`config.mk`:
```
export PLATFORM = sky130hd
export DESIGN_NAME = hsv_to_rgb_pixel_core
export DESIGN_NICKNAME = d
export VERILOG_FILES = /design/src/hw/rtl/hsvp_pkg.sv /design/src/hw/rtl/hsvp_decode.sv /design/src/hw/rtl/hsvp_lane.sv /design/src/hw/rtl/hsv_to_rgb_pixel_core.sv
export SDC_FILE = /design/constraint.sdc
export NUM_CORES = 2
export LEC_CHECK = 0
export ABC_AREA = 1
export CORE_ASPECT_RATIO = 1.5
export CORE_MARGIN = 10
export CORE_UTILIZATION = 60
export CTS_CLUSTER_SIZE = 12
export DETAILED_ROUTE_END_ITERATION = 8
export DONT_BUFFER_PORTS = 1
export PLACE_DENSITY = 0.76
export REMOVE_ABC_BUFFERS = 1
export SLEW_MARGIN = 25
export SYNTH_ARGS = -nofsm -noshare
export SYNTH_HDL_FRONTEND = slang
export SYNTH_SLANG_ARGS = --single-unit
export TNS_END_PERCENT = 10
```
`constraint.sdc`:
```
create_clock -name clk -period 8.8 [get_ports clk]
set_input_delay 1.76 -clock clk [delete_from_list [all_inputs] [get_ports clk]]
set_output_delay 1.76 -clock clk [all_outputs]
set_load 0.01 [all_outputs]
```
`src/hw/rtl/hsvp_pkg.sv`:
```
// Shared constants and types for the HSV to GRB pixel converter.
`default_nettype none
package hsvp_pkg;

	localparam int unsigned HUE_W      = 9;
	localparam int unsigned PCT_W      = 7;
	localparam int unsigned CHAN_W     = 8;
	localparam int unsigned GRB_W      = 24;
	localparam int unsigned REM_W      = 6;
	localparam int unsigned QUO_W      = 4;
	localparam int unsigned K_W        = 13;
	localparam int unsigned A_W        = 15;
	localparam int unsigned N_W        = A_W + K_W;

	localparam int unsigned PCT_FULL   = 100;
	localparam int unsigned CHAN_MAX   = 255;
	localparam int unsigned SECTORS    = 6;
	localparam int unsigned SECTOR_DEG = 60;
	localparam int unsigned FULL_K     = SECTOR_DEG * PCT_FULL;

	// hue / 60 as (hue * 1093) >> 16, exact for hue < 512
	localparam int unsigned HUE_RECIP    = 1093;
	localparam int unsigned HUE_RECIP_SH = 16;
	localparam int unsigned HUE_PROD_W   = HUE_W + 11;

	// n / 600000 as ((n >> 6) * 7330078) >> 36, exact for n < 2^28
	localparam int unsigned DIV_PRE_SH = 6;
	localparam int unsigned DIV_RECIP  = 7330078;
	localparam int unsigned DIV_SH     = 36;
	localparam int unsigned DIV_PROD_W = (N_W - DIV_PRE_SH) + 23;

	typedef enum logic [2:0] {
		SEC_RED_YEL = 3'd0,
		SEC_YEL_GRN = 3'd1,
		SEC_GRN_CYN = 3'd2,
		SEC_CYN_BLU = 3'd3,
		SEC_BLU_MAG = 3'd4,
		SEC_MAG_RED = 3'd5
	} sector_t;

	typedef struct packed {
		logic en_s1;
		logic en_s2;
		logic en_s3;
		logic en_s4;
		logic en_s5;
	} pipe_en_t;

endpackage
`default_nettype wire

```
`src/hw/rtl/hsvp_decode.sv`:
```
// Front stages: clamp, hue sector split, per-channel numerator factors.
`default_nettype none
module hsvp_decode import hsvp_pkg::*; (
	input  wire logic              clk,
	input  wire pipe_en_t          en,
	input  wire logic [HUE_W-1:0]  hue_degrees,
	input  wire logic [PCT_W-1:0]  saturation_pct,
	input  wire logic [PCT_W-1:0]  value_pct,
	output sector_t                sector_s2,
	output logic     [A_W-1:0]     a_s2,
	output logic     [K_W-1:0]     kp_s2,
	output logic     [K_W-1:0]     kq_s2,
	output logic     [K_W-1:0]     kt_s2
);

	logic [HUE_PROD_W-1:0] hue_prod;
	logic [QUO_W-1:0]      quo;
	logic [HUE_W-1:0]      quo_deg;
	logic [HUE_W-1:0]      rem_full;
	logic [QUO_W-1:0]      sec_raw;
	logic [PCT_W-1:0]      sat_c;
	logic [PCT_W-1:0]      val_c;

	sector_t               sector_s1;
	logic [REM_W-1:0]      rem_s1;
	logic [PCT_W-1:0]      sat_s1;
	logic [PCT_W-1:0]      val_s1;

	logic [K_W-1:0]        rs;
	logic [K_W-1:0]        trs;
	logic [K_W-1:0]        ps;

	always_comb begin
		hue_prod = HUE_PROD_W'(hue_degrees) * HUE_PROD_W'(HUE_RECIP);
		quo      = hue_prod[HUE_RECIP_SH +: QUO_W];
		quo_deg  = HUE_W'(quo) * HUE_W'(SECTOR_DEG);
		rem_full = hue_degrees - quo_deg;
		sec_raw  = (quo >= QUO_W'(SECTORS)) ? quo - QUO_W'(SECTORS) : quo;
		sat_c    = (saturation_pct > PCT_W'(PCT_FULL)) ? PCT_W'(PCT_FULL) : saturation_pct;
		val_c    = (value_pct > PCT_W'(PCT_FULL)) ? PCT_W'(PCT_FULL) : value_pct;
	end

	always_ff @(posedge clk) begin
		if (en.en_s1) begin
			sector_s1 <= sector_t'(sec_raw[2:0]);
			rem_s1    <= rem_full[REM_W-1:0];
			sat_s1    <= sat_c;
			val_s1    <= val_c;
		end
	end

	always_comb begin
		rs  = K_W'(rem_s1) * K_W'(sat_s1);
		trs = (K_W'(SECTOR_DEG) - K_W'(rem_s1)) * K_W'(sat_s1);
		ps  = K_W'(SECTOR_DEG) * K_W'(sat_s1);
	end

	always_ff @(posedge clk) begin
		if (en.en_s2) begin
			sector_s2 <= sector_s1;
			a_s2      <= A_W'(CHAN_MAX) * A_W'(val_s1);
			kp_s2     <= K_W'(FULL_K) - ps;
			kq_s2     <= K_W'(FULL_K) - rs;
			kt_s2     <= K_W'(FULL_K) - trs;
		end
	end

endmodule
`default_nettype wire

```
`src/hw/rtl/hsvp_lane.sv`:
```
// One channel level: floor(a * k / 600000) over two stages.
`default_nettype none
module hsvp_lane import hsvp_pkg::*; (
	input  wire logic              clk,
	input  wire pipe_en_t          en,
	input  wire logic [A_W-1:0]    a_s2,
	input  wire logic [K_W-1:0]    k_s2,
	output logic      [CHAN_W-1:0] chan_s4
);

	logic [N_W-1:0]        n_s3;
	logic [DIV_PROD_W-1:0] quo_prod;

	always_ff @(posedge clk) begin
		if (en.en_s3) begin
			n_s3 <= N_W'(a_s2) * N_W'(k_s2);
		end
	end

	assign quo_prod = DIV_PROD_W'(n_s3[N_W-1:DIV_PRE_SH]) * DIV_PROD_W'(DIV_RECIP);

	always_ff @(posedge clk) begin
		if (en.en_s4) begin
			chan_s4 <= quo_prod[DIV_SH +: CHAN_W];
		end
	end

endmodule
`default_nettype wire

```
`src/hw/rtl/hsv_to_rgb_pixel_core.sv`:
```
// HSV to GRB pixel converter top level: five-stage pipeline, one pixel per clock unless stalled.
// Takes hue in degrees (0..511, wrapping every 360), saturation and value in
// percent (above 100 treated as 100) and returns a 24-bit word, green 23-16,
// red 15-8, blue 7-0, each channel 255 times its fraction, truncated, exact.
// One beat can enter every clock unless in_stall is high; its result passes
// through all five register stages before out_valid rises.
// The five register stages are: clamp and hue sector split,
// numerator factors, 15x13 multiply, reciprocal multiply for the constant
// divide, and the output register with the sector swizzle.
// Empty stages close up, so beats keep entering while a result waits on
// out_stall until the pipeline is full. Reset affects only the valid bits.
`default_nettype none
module hsv_to_rgb_pixel_core import hsvp_pkg::*; (
	input  wire logic              clk,
	input  wire logic              arst_n,
	input  wire logic              in_valid,
	output logic                   in_stall,
	input  wire logic [HUE_W-1:0]  hue_degrees,
	input  wire logic [PCT_W-1:0]  saturation_pct,
	input  wire logic [PCT_W-1:0]  value_pct,
	output logic                   out_valid,
	input  wire logic              out_stall,
	output logic      [GRB_W-1:0]  grb_word
);

	pipe_en_t          en;
	logic              valid_s1;
	logic              valid_s2;
	logic              valid_s3;
	logic              valid_s4;
	logic              valid_s5;

	sector_t           sector_s2;
	sector_t           sector_s3;
	sector_t           sector_s4;
	logic [A_W-1:0]    a_s2;
	logic [K_W-1:0]    kp_s2;
	logic [K_W-1:0]    kq_s2;
	logic [K_W-1:0]    kt_s2;
	logic [CHAN_W-1:0] cv_s4;
	logic [CHAN_W-1:0] cp_s4;
	logic [CHAN_W-1:0] cq_s4;
	logic [CHAN_W-1:0] ct_s4;
	logic [CHAN_W-1:0] r_c;
	logic [CHAN_W-1:0] g_c;
	logic [CHAN_W-1:0] b_c;
	logic [GRB_W-1:0]  grb_s5;

	always_comb begin
		en.en_s5 = !valid_s5 || !out_stall;
		en.en_s4 = !valid_s4 || en.en_s5;
		en.en_s3 = !valid_s3 || en.en_s4;
		en.en_s2 = !valid_s2 || en.en_s3;
		en.en_s1 = !valid_s1 || en.en_s2;
	end

	assign in_stall  = !en.en_s1;
	assign out_valid = valid_s5;
	assign grb_word  = grb_s5;

	always_ff @(posedge clk or negedge arst_n) begin
		if (!arst_n) begin
			valid_s1 <= 1'b0;
			valid_s2 <= 1'b0;
			valid_s3 <= 1'b0;
			valid_s4 <= 1'b0;
			valid_s5 <= 1'b0;
		end else begin
			if (en.en_s1) valid_s1 <= in_valid;
			if (en.en_s2) valid_s2 <= valid_s1;
			if (en.en_s3) valid_s3 <= valid_s2;
			if (en.en_s4) valid_s4 <= valid_s3;
			if (en.en_s5) valid_s5 <= valid_s4;
		end
	end

	hsvp_decode u_decode (
		.clk            (clk),
		.en             (en),
		.hue_degrees    (hue_degrees),
		.saturation_pct (saturation_pct),
		.value_pct      (value_pct),
		.sector_s2      (sector_s2),
		.a_s2           (a_s2),
		.kp_s2          (kp_s2),
		.kq_s2          (kq_s2),
		.kt_s2          (kt_s2)
	);

	hsvp_lane u_lane_v (
		.clk     (clk),
		.en      (en),
		.a_s2    (a_s2),
		.k_s2    (K_W'(FULL_K)),
		.chan_s4 (cv_s4)
	);

	hsvp_lane u_lane_p (
		.clk     (clk),
		.en      (en),
		.a_s2    (a_s2),
		.k_s2    (kp_s2),
		.chan_s4 (cp_s4)
	);

	hsvp_lane u_lane_q (
		.clk     (clk),
		.en      (en),
		.a_s2    (a_s2),
		.k_s2    (kq_s2),
		.chan_s4 (cq_s4)
	);

	hsvp_lane u_lane_t (
		.clk     (clk),
		.en      (en),
		.a_s2    (a_s2),
		.k_s2    (kt_s2),
		.chan_s4 (ct_s4)
	);

	always_ff @(posedge clk) begin
		if (en.en_s3) sector_s3 <= sector_s2;
		if (en.en_s4) sector_s4 <= sector_s3;
	end

	always_comb begin
		case (sector_s4)
			SEC_RED_YEL: begin r_c = cv_s4; g_c = ct_s4; b_c = cp_s4; end
			SEC_YEL_GRN: begin r_c = cq_s4; g_c = cv_s4; b_c = cp_s4; end
			SEC_GRN_CYN: begin r_c = cp_s4; g_c = cv_s4; b_c = ct_s4; end
			SEC_CYN_BLU: begin r_c = cp_s4; g_c = cq_s4; b_c = cv_s4; end
			SEC_BLU_MAG: begin r_c = ct_s4; g_c = cp_s4; b_c = cv_s4; end
			default:     begin r_c = cv_s4; g_c = cp_s4; b_c = cq_s4; end
		endcase
	end

	always_ff @(posedge clk) begin
		if (en.en_s5) grb_s5 <= {g_c, r_c, b_c};
	end

endmodule
`default_nettype wire

```
==> flow_metrics.py <==
metrics = {
    "grt": {
        "grt_max_degree": 57,
        "grtUsageTotal": 0.282,
        "grt-ovfl-total": 0,
        "antenna_found_initial": 5,
        "grt_pass1_wl_microns": 297000,
        "grt_pass1_vias": 58092,
    },
    "clock_tree": {
        "clkLatencyLatePin_ps": 630,
        "hold_buffers": 0,
        "cts_htree_levels": 1,
        "cts_setup_buffers": 0,
        "cts.reportedPaths.clkPinSlew_ps": 60,
        "tritoncts": "done",
        "clk_path_buf_depth": 3,
        "cts_sinks": 232,
        "cts_buffers": 29,
        "cts.repair.resized": 0,
        "cts_root_buf": "clkbuf_16",
    },
    "floorplan": {
        "die_w_microns": 301,
        "die_h_microns": 441,
        "ioPinCount": 53,
        "core_sq_um": 118000,
        "dieArea_sq_um": 133000,
        "start_util": 0.603,
        "rows": 154,
    },
    "timing": {
        "fin_tns_setup_ps": 0,
        "finalClockSkew_ps": 16.4,
        "fin_ws_ps": 2520,
        "period_share": 0.714,
        "setup-violations-final": 0,
        "fmax_mhz": 159,
        "worst_pin_slew_ps": 1000,
        "rsz0062_at_grt": "false",
        "relSlewSlack": 0.330,
        "drv_slew": 0,
        "layout_min_cycle_time_ps": 6280,
        "hold_viol": 0,
    },
    "synth": {
        "syn_inst": 8084,
        "syn_avg_cell_area_sq_um": 8.77,
        "yosysWarningCount": 0,
        "synth_area_sq_um": 70900,
        "synth-edff-count": 227,
        "synth_cell_types": 48,
        "ys_seq_elements": 232,
        "synthArstFlopShare": 0.0216,
        "yosysSeqAreaShare": 0.0979,
        "ys_dominant_reg_cell": "edfxtp_1",
    },
    "route": {
        "highest_layer": "met5",
        "drt-initial-drc-count": 2784,
        "dr_wl_met2_microns": 96600,
        "routedWlPerCell_microns": 19.0,
        "drtAntennaViolNets": 0,
        "met1_length_microns": 65600,
        "drc": 0,
        "dr_wl_met3_microns": 7850,
        "dr.pass1.iters": 6,
        "vias": 52449,
        "wl_microns": 182000,
        "vias_per_cell": 5.46,
    },
    "worst_hold_path": {
        "hold_start": "u_decode.sector_s1[2]",
        "hold_class": "reg2reg",
    },
    "worst_setup_path": {
        "cp-startpoint": "out_stall",
        "startpoint_type": "primary input",
        "arrival_ps": 4520,
        "timing.rr.start": "u_lane_t.n_s3[16]",
        "critical_path.max_fanout": 56,
        "max_stage_delay_ps": 710,
        "end_kind": "output port",
        "crit_required_ps": 7040,
        "slowest_stage": "nand2_1",
        "crit_top_cell": "nor2_1",
        "worstPathCellList": "nand2_1 > nor2_1 > inv_1 > nor2_1 > inv_4 > nor2_1 > inv_2 > buf_4 > nor2_1 > buf_4",
        "crit_type": "in2out",
    },
    "cells_and_area": {
        "n_fill_cell": 10027,
        "nets": 10508,
        "drive_gt1_frac": 0.0123,
        "area_growth_pct": 3.75,
    },
    "outcome": {
        "status": "complete, no violations",
    },
    "placement": {
        "place_congestion": 0.976,
        "dp_hpwl_microns": 161000,
        "io_buffers": 0,
        "place_worst_setup_slack_ps": 2510,
    },
    "job": {
        "cap_viol_max_count": 0,
    },
}
-- per-layer routing --
layer,vias to the layer above,track usage
li1,24334,-
met1,25978,0.307
met2,1541,0.529
met3,594,0.0269
met4,2,0.162
met5,-,0
-- synthesized netlist by cell type (all sizes together), types with 44 or more instances --
library cell     n  area, sq um
inv           2303         8640
nand2         1486         5600
fa            1368        27400
ha            1089        13600
nor2           331         1260
a21oi          308         1540
edfxtp         227         6820
nand3          173          866
o21ai          159          811
clkbuf         103          387
xor2            90          788
nand4           63          394
xnor2           63          552
nor3            57          290
a21o            46          345
o21bai          44          345
-- area by class of cell --
| cell class | instances | area, sq um | share of cell area |
|---|---|---|---|
| Multi-Input combinational cell | 5435 | 54900 | 0.746 |
| Inverter | 2303 | 8650 | 0.118 |
| Sequential cell | 232 | 6940 | 0.0943 |
| Tap cell | 1560 | 1950 | 0.0265 |
| Clock buffer | 35 | 768 | 0.0104 |
| Timing Repair Buffer | 23 | 195 | 0.00265 |
| Clock inverter | 17 | 178 | 0.00241 |
| Antenna cell | 2 | 5.00 | 0.0000680 |
-- path summary, 6_finish.rpt --
check	to	depth (start not counted)	slack [ps]
worst max register to register	u_lane_t.chan_s4[2]	19	2570
max in group asynchronous	valid_s1	0	7890
worst min register to register	u_decode.sector_s2[2]	0	470
min in group asynchronous	valid_s4	0	820
worst min-delay path	u_decode.sector_s2[2]	0	470
worst max-delay path	in_stall	10	2520
-- cells in the final DEF (no fill, tap or decap), types with 29 or more instances in the layout --
master and instances:
xor2_1 90, a21oi_1 308, nand4_1 63, o21bai_1 42
xnor2_1 63, nand3_1 173, fa_1 1368, nor2_1 325
clkbuf_16 29, edfxtp_1 227, nor3_1 56, nand2_1 1479
inv_1 2295, a21o_1 46, o21ai_0 157, ha_1 1089
nor4_1 36
-- sequential cells by signal, indices dropped and copies added, names as in the netlist, 12 cells and up --
signal / count
grb_word: 24
u_decode.a_s2: 15
u_decode.kq_s2: 12
u_decode.kt_s2: 13
u_lane_p.n_s3: 22
u_lane_q.n_s3: 22
u_lane_t.n_s3: 22
u_lane_v.n_s3: 22
-- worst max-delay path: cells and delay by family --
family,cells,cell delay [ps]
buf+inv,5,1430
simple gates,5,1160
-- logic make-up (layout without fill, tap and decap cells) --
family,Yosys count,in the layout,share of synthesized area
xor+xnor,153,153,0.0189
compound gates,654,654,0.0528
buf+inv,2417,2378,0.128
simple gates,2171,2171,0.124
fa+ha+maj,2457,2457,0.578
flops,232,232,0.0979
other cells,0,2,0
-- per-stage QoR --
step / area (sq um) / hold slack [ps] / utilization / instances
finish: 73600 / 474 / 0.626 / 9607
global route: 73600 / 475 / 0.626 / 9606
CTS: 73500 / 471 / 0.626 / 9602
detailed placement: 72600 / 459 / 0.618 / 9550
global placement: 72600 / 456 / 0.618 / 9550
floorplan: 70500 / 400 / - / 7970
Power is left out: the tool's default activity adds up to more than one toggle a clock period on the data nets, which glitch-free logic cannot reach.
